File: config.mk
export PLATFORM = sky130hd
export DESIGN_NAME = fix_order_line_parser_core
export DESIGN_NICKNAME = d
export VERILOG_FILES = /design/src/rtl/fop_pkg.sv /design/src/rtl/fop_scan.sv /design/src/rtl/fop_out.sv /design/src/rtl/fix_order_line_parser_core.sv
export SDC_FILE = /design/constraint.sdc
export NUM_CORES = 2
export LEC_CHECK = 0
export ABC_AREA = 0
export BUFFER_PORTS_ARGS = -buffer_cell sky130_fd_sc_hd__buf_2
export CORE_ASPECT_RATIO = 0.6
export CORE_MARGIN = 2
export CORE_UTILIZATION = 55
export DETAILED_ROUTE_END_ITERATION = 7
export GPL_ROUTABILITY_DRIVEN = 0
export HOLD_SLACK_MARGIN = 0.02
export PLACE_DENSITY = 0.72
export SETUP_SLACK_MARGIN = 0.2
export SYNTH_ARGS = -nofsm -noshare
export SYNTH_HDL_FRONTEND = slang
export SYNTH_SLANG_ARGS = --single-unit
export TNS_END_PERCENT = 20
File: constraint.sdc
create_clock -name i_clk -period 13.6 [get_ports i_clk]
set_input_delay 0 -clock i_clk [delete_from_list [all_inputs] [get_ports i_clk]]
set_output_delay 0 -clock i_clk [all_outputs]
set_load 0.05 [all_outputs]
File: src/rtl/fop_pkg.sv
// Shared types, character codes and tag codes for the FIX order line parser.
// No dependencies; imported by every module in rtl/.
package fop_pkg;

    // Field sizes
    localparam int ID_CHARS          = 8;
    localparam int SYMBOL_CHARS      = 8;
    localparam int PRICE_CHARS       = 31;
    localparam int PRICE_FRAC_DIGITS = 4;

    localparam int FRAC_W  = $clog2(PRICE_FRAC_DIGITS + 2);
    localparam int SCALE_W = 4 * PRICE_FRAC_DIGITS + 1;
    localparam int PROD_W  = 48 + SCALE_W;

    // Characters
    localparam logic [7:0] CH_NL   = 8'd10;
    localparam logic [7:0] CH_EQ   = 8'd61;
    localparam logic [7:0] CH_BAR  = 8'd124;
    localparam logic [7:0] CH_ONE  = 8'd49;
    localparam logic [7:0] CH_ZERO = 8'd48;
    localparam logic [7:0] CH_NINE = 8'd57;
    localparam logic [7:0] CH_SP   = 8'd32;
    localparam logic [7:0] CH_TAB  = 8'd9;
    localparam logic [7:0] CH_CR   = 8'd13;
    localparam logic [7:0] CH_PLUS = 8'd43;
    localparam logic [7:0] CH_MINUS = 8'd45;
    localparam logic [7:0] CH_DOT  = 8'd46;

    // Two-character tags, first character in the low byte
    localparam logic [15:0] TAG_CLORDID = 16'h3131;  // 11
    localparam logic [15:0] TAG_SYMBOL  = 16'h3535;  // 55
    localparam logic [15:0] TAG_SIDE    = 16'h3435;  // 54
    localparam logic [15:0] TAG_PRICE   = 16'h3434;  // 44
    localparam logic [15:0] TAG_QTY     = 16'h3833;  // 38

    // Side codes
    localparam logic [1:0] SIDE_NONE = 2'd0;
    localparam logic [1:0] SIDE_BUY  = 2'd1;
    localparam logic [1:0] SIDE_SELL = 2'd2;

    localparam logic [47:0] PRICE_CAP = 48'h8000_0000_0000;
    localparam logic [47:0] PRICE_MAX = 48'h7FFF_FFFF_FFFF;

    // One finished line, before price scaling
    typedef struct packed {
        logic [63:0]       id_text;
        logic [3:0]        id_length;
        logic [63:0]       symbol_text;
        logic [3:0]        symbol_length;
        logic [1:0]        side;
        logic [47:0]       price_mag;
        logic              price_neg;
        logic [FRAC_W-1:0] price_frac;
        logic [31:0]       quantity;
    } t_line;

    // 10 ** (PRICE_FRAC_DIGITS - frac)
    function automatic logic [SCALE_W-1:0] frac_scale(input logic [FRAC_W-1:0] frac);
        logic [SCALE_W-1:0] p;
        p = SCALE_W'(1);
        for (int i = 0; i < PRICE_FRAC_DIGITS; i++) begin
            if (FRAC_W'(i) >= frac) begin
                p = SCALE_W'(p * 10);
            end
        end
        return p;
    endfunction

endpackage

File: src/rtl/fop_scan.sv
// Per-byte tag/value scanner: keeps the state of the current line and
// registers a finished line for the output stage. Depends on fop_pkg.
module fop_scan
    import fop_pkg::*;
(
    input  logic        i_clk,
    input  logic        i_rst_n,
    input  logic        i_valid,
    output logic        o_ready,
    input  logic [7:0]  i_byte_req,
    input  logic        i_end_of_stream,
    output logic        o_line_valid,
    input  logic        i_line_ready,
    output t_line       o_line
);

    // Line state
    logic              r_in_value, n_in_value;
    logic [1:0]        r_tag_count, n_tag_count;
    logic [15:0]       r_tag_first_two, n_tag_first_two;
    logic [5:0]        r_value_count, n_value_count;
    logic [63:0]       r_id_store, n_id_store;
    logic [3:0]        r_id_count, n_id_count;
    logic [63:0]       r_symbol_store, n_symbol_store;
    logic [3:0]        r_symbol_count, n_symbol_count;
    logic [1:0]        r_side_seen, n_side_seen;
    logic [47:0]       r_price_accum, n_price_accum;
    logic              r_ph_started, n_ph_started;
    logic              r_ph_neg, n_ph_neg;
    logic              r_ph_point, n_ph_point;
    logic              r_ph_stop, n_ph_stop;
    logic [FRAC_W-1:0] r_price_frac, n_price_frac;
    logic [31:0]       r_quantity_accum, n_quantity_accum;
    logic              r_line_nonempty, n_line_nonempty;

    logic              r_line_valid;
    t_line             r_line;

    logic        accept;
    logic        line_done;
    logic        tag2;
    logic [7:0]  ch;
    logic        is_blank, is_digit;
    logic [3:0]  digit;
    logic [51:0] price_times_ten;
    logic [47:0] price_step;
    logic [31:0] ch_sext;

    assign ch        = i_byte_req;
    assign accept    = i_valid && o_ready;
    assign line_done = (ch == CH_NL) || i_end_of_stream;
    assign o_ready   = !r_line_valid || i_line_ready;
    assign tag2      = (r_tag_count == 2'd2);

    // Character classes and accumulate steps
    assign is_blank = (ch == CH_SP) || ((ch >= CH_TAB) && (ch <= CH_CR));
    assign is_digit = (ch >= CH_ZERO) && (ch <= CH_NINE);
    assign digit    = 4'(ch - CH_ZERO);
    assign price_times_ten = {1'b0, r_price_accum, 3'b000} + {3'b000, r_price_accum, 1'b0}
                           + 52'(digit);
    assign price_step = (price_times_ten > 52'(PRICE_CAP)) ? PRICE_CAP : price_times_ten[47:0];
    assign ch_sext = {{24{ch[7]}}, ch};

    // Next line state for one byte
    always_comb begin
        n_in_value       = r_in_value;
        n_tag_count      = r_tag_count;
        n_tag_first_two  = r_tag_first_two;
        n_value_count    = r_value_count;
        n_id_store       = r_id_store;
        n_id_count       = r_id_count;
        n_symbol_store   = r_symbol_store;
        n_symbol_count   = r_symbol_count;
        n_side_seen      = r_side_seen;
        n_price_accum    = r_price_accum;
        n_ph_started     = r_ph_started;
        n_ph_neg         = r_ph_neg;
        n_ph_point       = r_ph_point;
        n_ph_stop        = r_ph_stop;
        n_price_frac     = r_price_frac;
        n_quantity_accum = r_quantity_accum;
        n_line_nonempty  = r_line_nonempty;

        if (ch != CH_NL) begin
            n_line_nonempty = 1'b1;
            if (r_in_value) begin
                if (ch == CH_BAR) begin
                    // value closed, next tag begins
                    n_in_value      = 1'b0;
                    n_tag_count     = 2'd0;
                    n_tag_first_two = 16'd0;
                    n_value_count   = 6'd0;
                end else begin
                    if (tag2) begin
                        case (r_tag_first_two)
                            TAG_CLORDID: begin
                                if (r_id_count < 4'(ID_CHARS)) begin
                                    n_id_store = r_id_store
                                               | ({56'd0, ch} << {r_id_count[2:0], 3'b000});
                                    n_id_count = r_id_count + 4'd1;
                                end
                            end
                            TAG_SYMBOL: begin
                                if (r_symbol_count < 4'(SYMBOL_CHARS)) begin
                                    n_symbol_store = r_symbol_store
                                        | ({56'd0, ch} << {r_symbol_count[2:0], 3'b000});
                                    n_symbol_count = r_symbol_count + 4'd1;
                                end
                            end
                            TAG_SIDE: begin
                                if ((r_value_count == 6'd0) && (ch == CH_ONE)) begin
                                    n_side_seen = SIDE_BUY;
                                end
                            end
                            TAG_PRICE: begin
                                if ((r_value_count < 6'(PRICE_CHARS)) && !r_ph_stop) begin
                                    if (!r_ph_started && is_blank) begin
                                        // leading blank skipped
                                    end else if (!r_ph_started
                                                 && ((ch == CH_PLUS) || (ch == CH_MINUS))) begin
                                        n_ph_started = 1'b1;
                                        n_ph_neg     = (ch == CH_MINUS);
                                    end else if (is_digit) begin
                                        n_ph_started = 1'b1;
                                        if (!r_ph_point) begin
                                            n_price_accum = price_step;
                                        end else if (r_price_frac
                                                     < FRAC_W'(PRICE_FRAC_DIGITS)) begin
                                            n_price_frac  = r_price_frac + FRAC_W'(1);
                                            n_price_accum = price_step;
                                        end
                                    end else if ((ch == CH_DOT) && !r_ph_point) begin
                                        n_ph_started = 1'b1;
                                        n_ph_point   = 1'b1;
                                    end else begin
                                        n_ph_stop = 1'b1;
                                    end
                                end
                            end
                            TAG_QTY: begin
                                n_quantity_accum = {r_quantity_accum[28:0], 3'b000}
                                                 + {r_quantity_accum[30:0], 1'b0}
                                                 + ch_sext - 32'(CH_ZERO);
                            end
                            default: begin
                            end
                        endcase
                    end
                    if (r_value_count != 6'd63) begin
                        n_value_count = r_value_count + 6'd1;
                    end
                end
            end else if (ch == CH_EQ) begin
                // value begins; a known tag restarts its field
                n_in_value    = 1'b1;
                n_value_count = 6'd0;
                if (tag2) begin
                    case (r_tag_first_two)
                        TAG_CLORDID: begin
                            n_id_store = 64'd0;
                            n_id_count = 4'd0;
                        end
                        TAG_SYMBOL: begin
                            n_symbol_store = 64'd0;
                            n_symbol_count = 4'd0;
                        end
                        TAG_SIDE: begin
                            n_side_seen = SIDE_SELL;
                        end
                        TAG_PRICE: begin
                            n_price_accum = 48'd0;
                            n_ph_started  = 1'b0;
                            n_ph_neg      = 1'b0;
                            n_ph_point    = 1'b0;
                            n_ph_stop     = 1'b0;
                            n_price_frac  = '0;
                        end
                        TAG_QTY: begin
                            n_quantity_accum = 32'd0;
                        end
                        default: begin
                        end
                    endcase
                end
            end else begin
                // tag character
                if (r_tag_count == 2'd0) begin
                    n_tag_first_two = {8'd0, ch};
                end else if (r_tag_count == 2'd1) begin
                    n_tag_first_two = {ch, r_tag_first_two[7:0]};
                end
                if (r_tag_count != 2'd3) begin
                    n_tag_count = r_tag_count + 2'd1;
                end
            end
        end
    end

    // Line state registers; cleared at every line end
    always_ff @(posedge i_clk) begin
        if (!i_rst_n || (accept && line_done)) begin
            r_in_value       <= 1'b0;
            r_tag_count      <= 2'd0;
            r_tag_first_two  <= 16'd0;
            r_value_count    <= 6'd0;
            r_id_store       <= 64'd0;
            r_id_count       <= 4'd0;
            r_symbol_store   <= 64'd0;
            r_symbol_count   <= 4'd0;
            r_side_seen      <= SIDE_NONE;
            r_price_accum    <= 48'd0;
            r_ph_started     <= 1'b0;
            r_ph_neg         <= 1'b0;
            r_ph_point       <= 1'b0;
            r_ph_stop        <= 1'b0;
            r_price_frac     <= '0;
            r_quantity_accum <= 32'd0;
            r_line_nonempty  <= 1'b0;
        end else if (accept) begin
            r_in_value       <= n_in_value;
            r_tag_count      <= n_tag_count;
            r_tag_first_two  <= n_tag_first_two;
            r_value_count    <= n_value_count;
            r_id_store       <= n_id_store;
            r_id_count       <= n_id_count;
            r_symbol_store   <= n_symbol_store;
            r_symbol_count   <= n_symbol_count;
            r_side_seen      <= n_side_seen;
            r_price_accum    <= n_price_accum;
            r_ph_started     <= n_ph_started;
            r_ph_neg         <= n_ph_neg;
            r_ph_point       <= n_ph_point;
            r_ph_stop        <= n_ph_stop;
            r_price_frac     <= n_price_frac;
            r_quantity_accum <= n_quantity_accum;
            r_line_nonempty  <= n_line_nonempty;
        end
    end

    // Finished-line register
    always_ff @(posedge i_clk) begin
        if (!i_rst_n) begin
            r_line_valid <= 1'b0;
        end else if (accept && line_done && n_line_nonempty) begin
            r_line_valid <= 1'b1;
        end else if (i_line_ready) begin
            r_line_valid <= 1'b0;
        end
    end

    always_ff @(posedge i_clk) begin
        if (accept && line_done && n_line_nonempty) begin
            r_line.id_text       <= n_id_store;
            r_line.id_length     <= n_id_count;
            r_line.symbol_text   <= n_symbol_store;
            r_line.symbol_length <= n_symbol_count;
            r_line.side          <= n_side_seen;
            r_line.price_mag     <= n_price_accum;
            r_line.price_neg     <= n_ph_neg;
            r_line.price_frac    <= n_price_frac;
            r_line.quantity      <= n_quantity_accum;
        end
    end

    assign o_line_valid = r_line_valid;
    assign o_line       = r_line;

endmodule

File: src/rtl/fop_out.sv
// Output stage: scales the price to the fixed fraction width, saturates,
// applies the sign and holds the order for the consumer. Depends on fop_pkg.
module fop_out
    import fop_pkg::*;
(
    input  logic               i_clk,
    input  logic               i_rst_n,
    input  logic               i_line_valid,
    output logic               o_line_ready,
    input  t_line              i_line,
    output logic               o_valid,
    input  logic               i_ready,
    output logic [63:0]        o_id_text,
    output logic [3:0]         o_id_length,
    output logic [63:0]        o_symbol_text,
    output logic [3:0]         o_symbol_length,
    output logic [1:0]         o_side,
    output logic signed [47:0] o_price,
    output logic signed [31:0] o_quantity
);

    logic               r_valid;
    logic [63:0]        r_id_text;
    logic [3:0]         r_id_length;
    logic [63:0]        r_symbol_text;
    logic [3:0]         r_symbol_length;
    logic [1:0]         r_side;
    logic [47:0]        r_price;
    logic [31:0]        r_quantity;

    logic               load;
    logic [PROD_W-1:0]  scaled;
    logic [47:0]        mag;
    logic [47:0]        n_price;

    assign o_line_ready = !r_valid || i_ready;
    assign load         = i_line_valid && o_line_ready;

    // Pad missing fraction digits, saturate, then sign
    assign scaled = PROD_W'(i_line.price_mag) * PROD_W'(frac_scale(i_line.price_frac));
    assign mag    = (scaled > PROD_W'(PRICE_CAP)) ? PRICE_CAP : scaled[47:0];

    always_comb begin
        if (i_line.price_neg) begin
            n_price = 48'd0 - mag;
        end else if (mag > PRICE_MAX) begin
            n_price = PRICE_MAX;
        end else begin
            n_price = mag;
        end
    end

    always_ff @(posedge i_clk) begin
        if (!i_rst_n) begin
            r_valid <= 1'b0;
        end else if (load) begin
            r_valid <= 1'b1;
        end else if (i_ready) begin
            r_valid <= 1'b0;
        end
    end

    always_ff @(posedge i_clk) begin
        if (load) begin
            r_id_text       <= i_line.id_text;
            r_id_length     <= i_line.id_length;
            r_symbol_text   <= i_line.symbol_text;
            r_symbol_length <= i_line.symbol_length;
            r_side          <= i_line.side;
            r_price         <= n_price;
            r_quantity      <= i_line.quantity;
        end
    end

    assign o_valid         = r_valid;
    assign o_id_text       = r_id_text;
    assign o_id_length     = r_id_length;
    assign o_symbol_text   = r_symbol_text;
    assign o_symbol_length = r_symbol_length;
    assign o_side          = r_side;
    assign o_price         = signed'(r_price);
    assign o_quantity      = signed'(r_quantity);

endmodule

File: src/rtl/fix_order_line_parser_core.sv
// An order goes from the edge that takes its line-ending byte through the
// finished-line register, then the output register, to the output.
// The scanner takes one byte per cycle unless stalled; each byte updates the line state.
// The input stalls only while both registers hold orders and the output is not taken.
// Reset: synchronous, active low; clears line state and both valid flags.
// Top level of the FIX order line parser; depends on fop_pkg, fop_scan, fop_out.
module fix_order_line_parser_core
    import fop_pkg::*;
(
    input  logic               i_clk,
    input  logic               i_rst_n,
    input  logic               i_valid,
    output logic               o_ready,
    input  logic [7:0]         i_byte_req,
    input  logic               i_end_of_stream,
    output logic               o_valid,
    input  logic               i_ready,
    output logic [63:0]        o_id_text,
    output logic [3:0]         o_id_length,
    output logic [63:0]        o_symbol_text,
    output logic [3:0]         o_symbol_length,
    output logic [1:0]         o_side,
    output logic signed [47:0] o_price,
    output logic signed [31:0] o_quantity
);

    logic  line_valid;
    logic  line_ready;
    t_line line;

    // Byte scanner
    fop_scan u_scan (
        .i_clk           (i_clk),
        .i_rst_n         (i_rst_n),
        .i_valid         (i_valid),
        .o_ready         (o_ready),
        .i_byte_req      (i_byte_req),
        .i_end_of_stream (i_end_of_stream),
        .o_line_valid    (line_valid),
        .i_line_ready    (line_ready),
        .o_line          (line)
    );

    // Price finish and output register
    fop_out u_out (
        .i_clk           (i_clk),
        .i_rst_n         (i_rst_n),
        .i_line_valid    (line_valid),
        .o_line_ready    (line_ready),
        .i_line          (line),
        .o_valid         (o_valid),
        .i_ready         (i_ready),
        .o_id_text       (o_id_text),
        .o_id_length     (o_id_length),
        .o_symbol_text   (o_symbol_text),
        .o_symbol_length (o_symbol_length),
        .o_side          (o_side),
        .o_price         (o_price),
        .o_quantity      (o_quantity)
    );

endmodule
==> out/results.tsv <==
metric	value	unit
status	finished, final reports clean	
die_h	257.2	um
wire_per_inst	21.39	um
mostFrequentLayoutCells	1121 x nand2_1, 986 x inv_1, 632 x fa_1	
drc_errors	0	
tritoncts	built	
place_ws	185.5	ps
worst_setup_path_end_kind	flip-flop	
grt_pass1_vias	45450	
synth_top_family_by_area	adder cells	
drt_wl_total	170900	um
avgSynthCellArea	9.107	um^2
clk_latency	670	ps
yosysUniqueCellTypes	98	
num_vias	47950	
muxShareOfSynthArea	0.4066	%
antenna_found_initial	2	
final_common_cell	nand2_1	
clk_pin_slew_worst_paths	70	ps
yosys-top-cells-area	edfxtp_1 22%, fa_1 22%, dfxtp_1 8.6%	
hpwlAfterDp	125400	um
power.leakage	28.68	nW
slew_headroom	20.13	%
synthFlopType	edfxtp_1	
ios	233	
multi_input_comb_area	35760	um^2
hold_class	input pin to flip-flop	
synthSimpleGateAreaFrac	16.53	%
cp-startpoint	u_scan.o_line[33]	
worst_pin_slew	1195	ps
setup_ws	634.8	ps
synth_fa_ha_area_share	29.21	%
die_x	426.0	um
viasPerCell	5.998	
finalHoldViolations	0	
syn2layout_area_growth	8.636	%
rows	92	
setup_viol	0	
start_util	55.75	%
cpMostUsedCell	fa_1	
seqCellArea	18280	um^2
synth-edff-count	440	
crit_fanout	31	
finalSetupTns	0	ps
dr.pass1.iters	7	
critPathKind	flip-flop to flip-flop	
critical_path.top_delay_family	adder cells	
synth-async-reset-ratio	0	%
grt_first_pass_wirelength	265200	um
synth_area_leader_cell	edfxtp_1	
synth_top_area_share	22.48	%
synth_seq_cells	693	
max_clock_freq	77.13	MHz
nFillCells	8874	
hp-start	i_end_of_stream	
grt_max_degree	148	
skew	38.37	ps
synth.cell_area	58780	um^2
cts_max_level	3	
fin_nets	7531	
power.total	0.008610	W
portBuffers	232	
synth_xor_area_share	1.877	%
yosys_warnings	0	
slew_viol_final	0	
core	105400	um^2
cap_violations	0	
drive_above_1_share	8.070	%
fin_area	63860	um^2
ys_seq_area_share	31.10	%
max_stage_delay	580	ps
peakVddDrop	0.0001765	V
fin_crit_sh	95.33	%
synth_compound_area_share	12.39	%
crit_arrival	13380	ps
rsz0062_at_grt	false	
antenna_left	0	
cts_sinks	693	
r2r-start	u_scan.o_line[33]	
placed_cell_area	61060	um^2
cts_buffers	67	
grt_usage	30.86	%
crit_slowest_cell	fa_1	
synthCells	6454	
cts.path.max_buffers	3	
grt_overflow	0	
powerDensity	134.8	nW/um^2
worstPathRequired	14010	ps
die-area	109600	um^2
crit_buf_inv	11	
layout_min_cycle_time	12970	ps
syn_nets	7460	
cp-start-kind	flip-flop	
root_buffer	clkbuf_16	
fin_util	60.56	%
drt_iter0_markers	6196	
[layer usage]
metal	vias to the layer above	share of wire (%)	routed length (um)	GRT usage (%)
met5	-	0	0	0.04386
met4	0	2.0	3433	6.517
met3	263	14	23090	8.570
met2	3070	40	68550	41.68
met1	23250	44	75880	48.74
li1	21360	-	-	-
[what timing repair did]
action                     CTS  global route
buffers inserted             0            23
gates resized for setup      1            29
pin swaps                    0            11
setup endpoints to repair    4            23
gates cloned                 0             2
hold buffers                11             0
hold endpoints to repair    36             0
[synthesized netlist by cell type, types with 10 or more instances]
| library cell | number |
|---|---|
| nand2b_1 | 16 |
| and3_1 | 38 |
| o21ai_0 | 207 |
| a31oi_1 | 41 |
| and2_1 | 154 |
| a22oi_1 | 26 |
| a22o_1 | 103 |
| o211ai_1 | 17 |
| buf_2 | 10 |
| clkbuf_1 | 293 |
| o21bai_1 | 32 |
| nor2_1 | 404 |
| ha_1 | 361 |
| a21oi_1 | 378 |
| nand3_1 | 111 |
| dfxtp_1 | 253 |
| or3_1 | 40 |
| buf_1 | 23 |
| nor4_1 | 17 |
| and4_1 | 11 |
| mux2i_1 | 16 |
| or2_2 | 16 |
| a211o_1 | 10 |
| inv_1 | 986 |
| o22ai_1 | 11 |
| nor3_1 | 113 |
| xor2_1 | 63 |
| o31ai_1 | 24 |
| xnor2_1 | 63 |
| a211oi_1 | 26 |
| nor2b_1 | 26 |
| edfxtp_1 | 440 |
| o21a_1 | 39 |
| nand4_1 | 59 |
| a21o_1 | 78 |
| nand2_1 | 1123 |
| fa_1 | 632 |
[stage by stage]
step | std cells | hold slack, ps
2_1_floorplan | 6454 | 117.8
3_3_place_gp | 7830 | 307.1
3_5_place_dp | 7830 | 309.1
4_1_cts | 7965 | 24.71
5_1_grt | 7990 | 65.41
6_report | 7993 | 57.48
[worst paths after layout]
path                              to  slack [ps]  depth (start not counted)
max                u_out.o_price[34]         630                         52
min          u_scan.r_price_accum[3]          60                          6
max reg2reg        u_out.o_price[34]         630                         52
min reg2reg       u_out.o_id_text[3]         410                          0
[kinds of logic (layout without fill, tap and decap cells)]
family,Yosys count,count (layout)
DFF,693,693
adders and majority gates,993,993
AOI/OAI and AO/OA,1121,1121
xor gates and xnor gates,126,126
buffers and inverters,1320,1444
other,0,3
muxes,23,23
and+or+nand+nor,2178,2180
[tightest hold or removal path, delay by kind of cell]
kind,cells,cell delay [ps]
AO/OA/AOI/OAI,1,130
buffers and inverters,1,120
AND/OR/NAND/NOR,4,420
[cell type report]
cell class	instances	share of cell area [%]
repair buffers	332	3.119
well taps	1410	2.763
flip-flops and latches	693	28.63
clock inverters	45	0.9209
inverters	988	5.808
diodes	3	0.01176
clock buffers	79	2.743
multi-input cells	4443	56.01
[where the power goes]
part / switching, W / leakage, nW / total, W / internal, W
sequential: 0.0000387 / 6.34 / 0.00232 / 0.00228
combinational: 0.00291 / 21.2 / 0.00428 / 0.00137
clock: 0.000884 / 1.13 / 0.00200 / 0.00112
[flip-flops by register name, indices dropped and copies added (netlist names), 32 cells and up]
| name | flops |
|---|---|
| u_scan.o_line | 222 |
| u_out.o_id_text | 64 |
| u_out.o_symbol_text | 64 |
| u_scan.r_id_store | 64 |
| u_scan.r_symbol_store | 64 |
| u_out.o_price | 48 |
| u_scan.r_price_accum | 48 |
| u_out.o_quantity | 32 |
| u_scan.r_quantity_accum | 32 |
No activity file was read; power rests on OpenSTA's default activity.
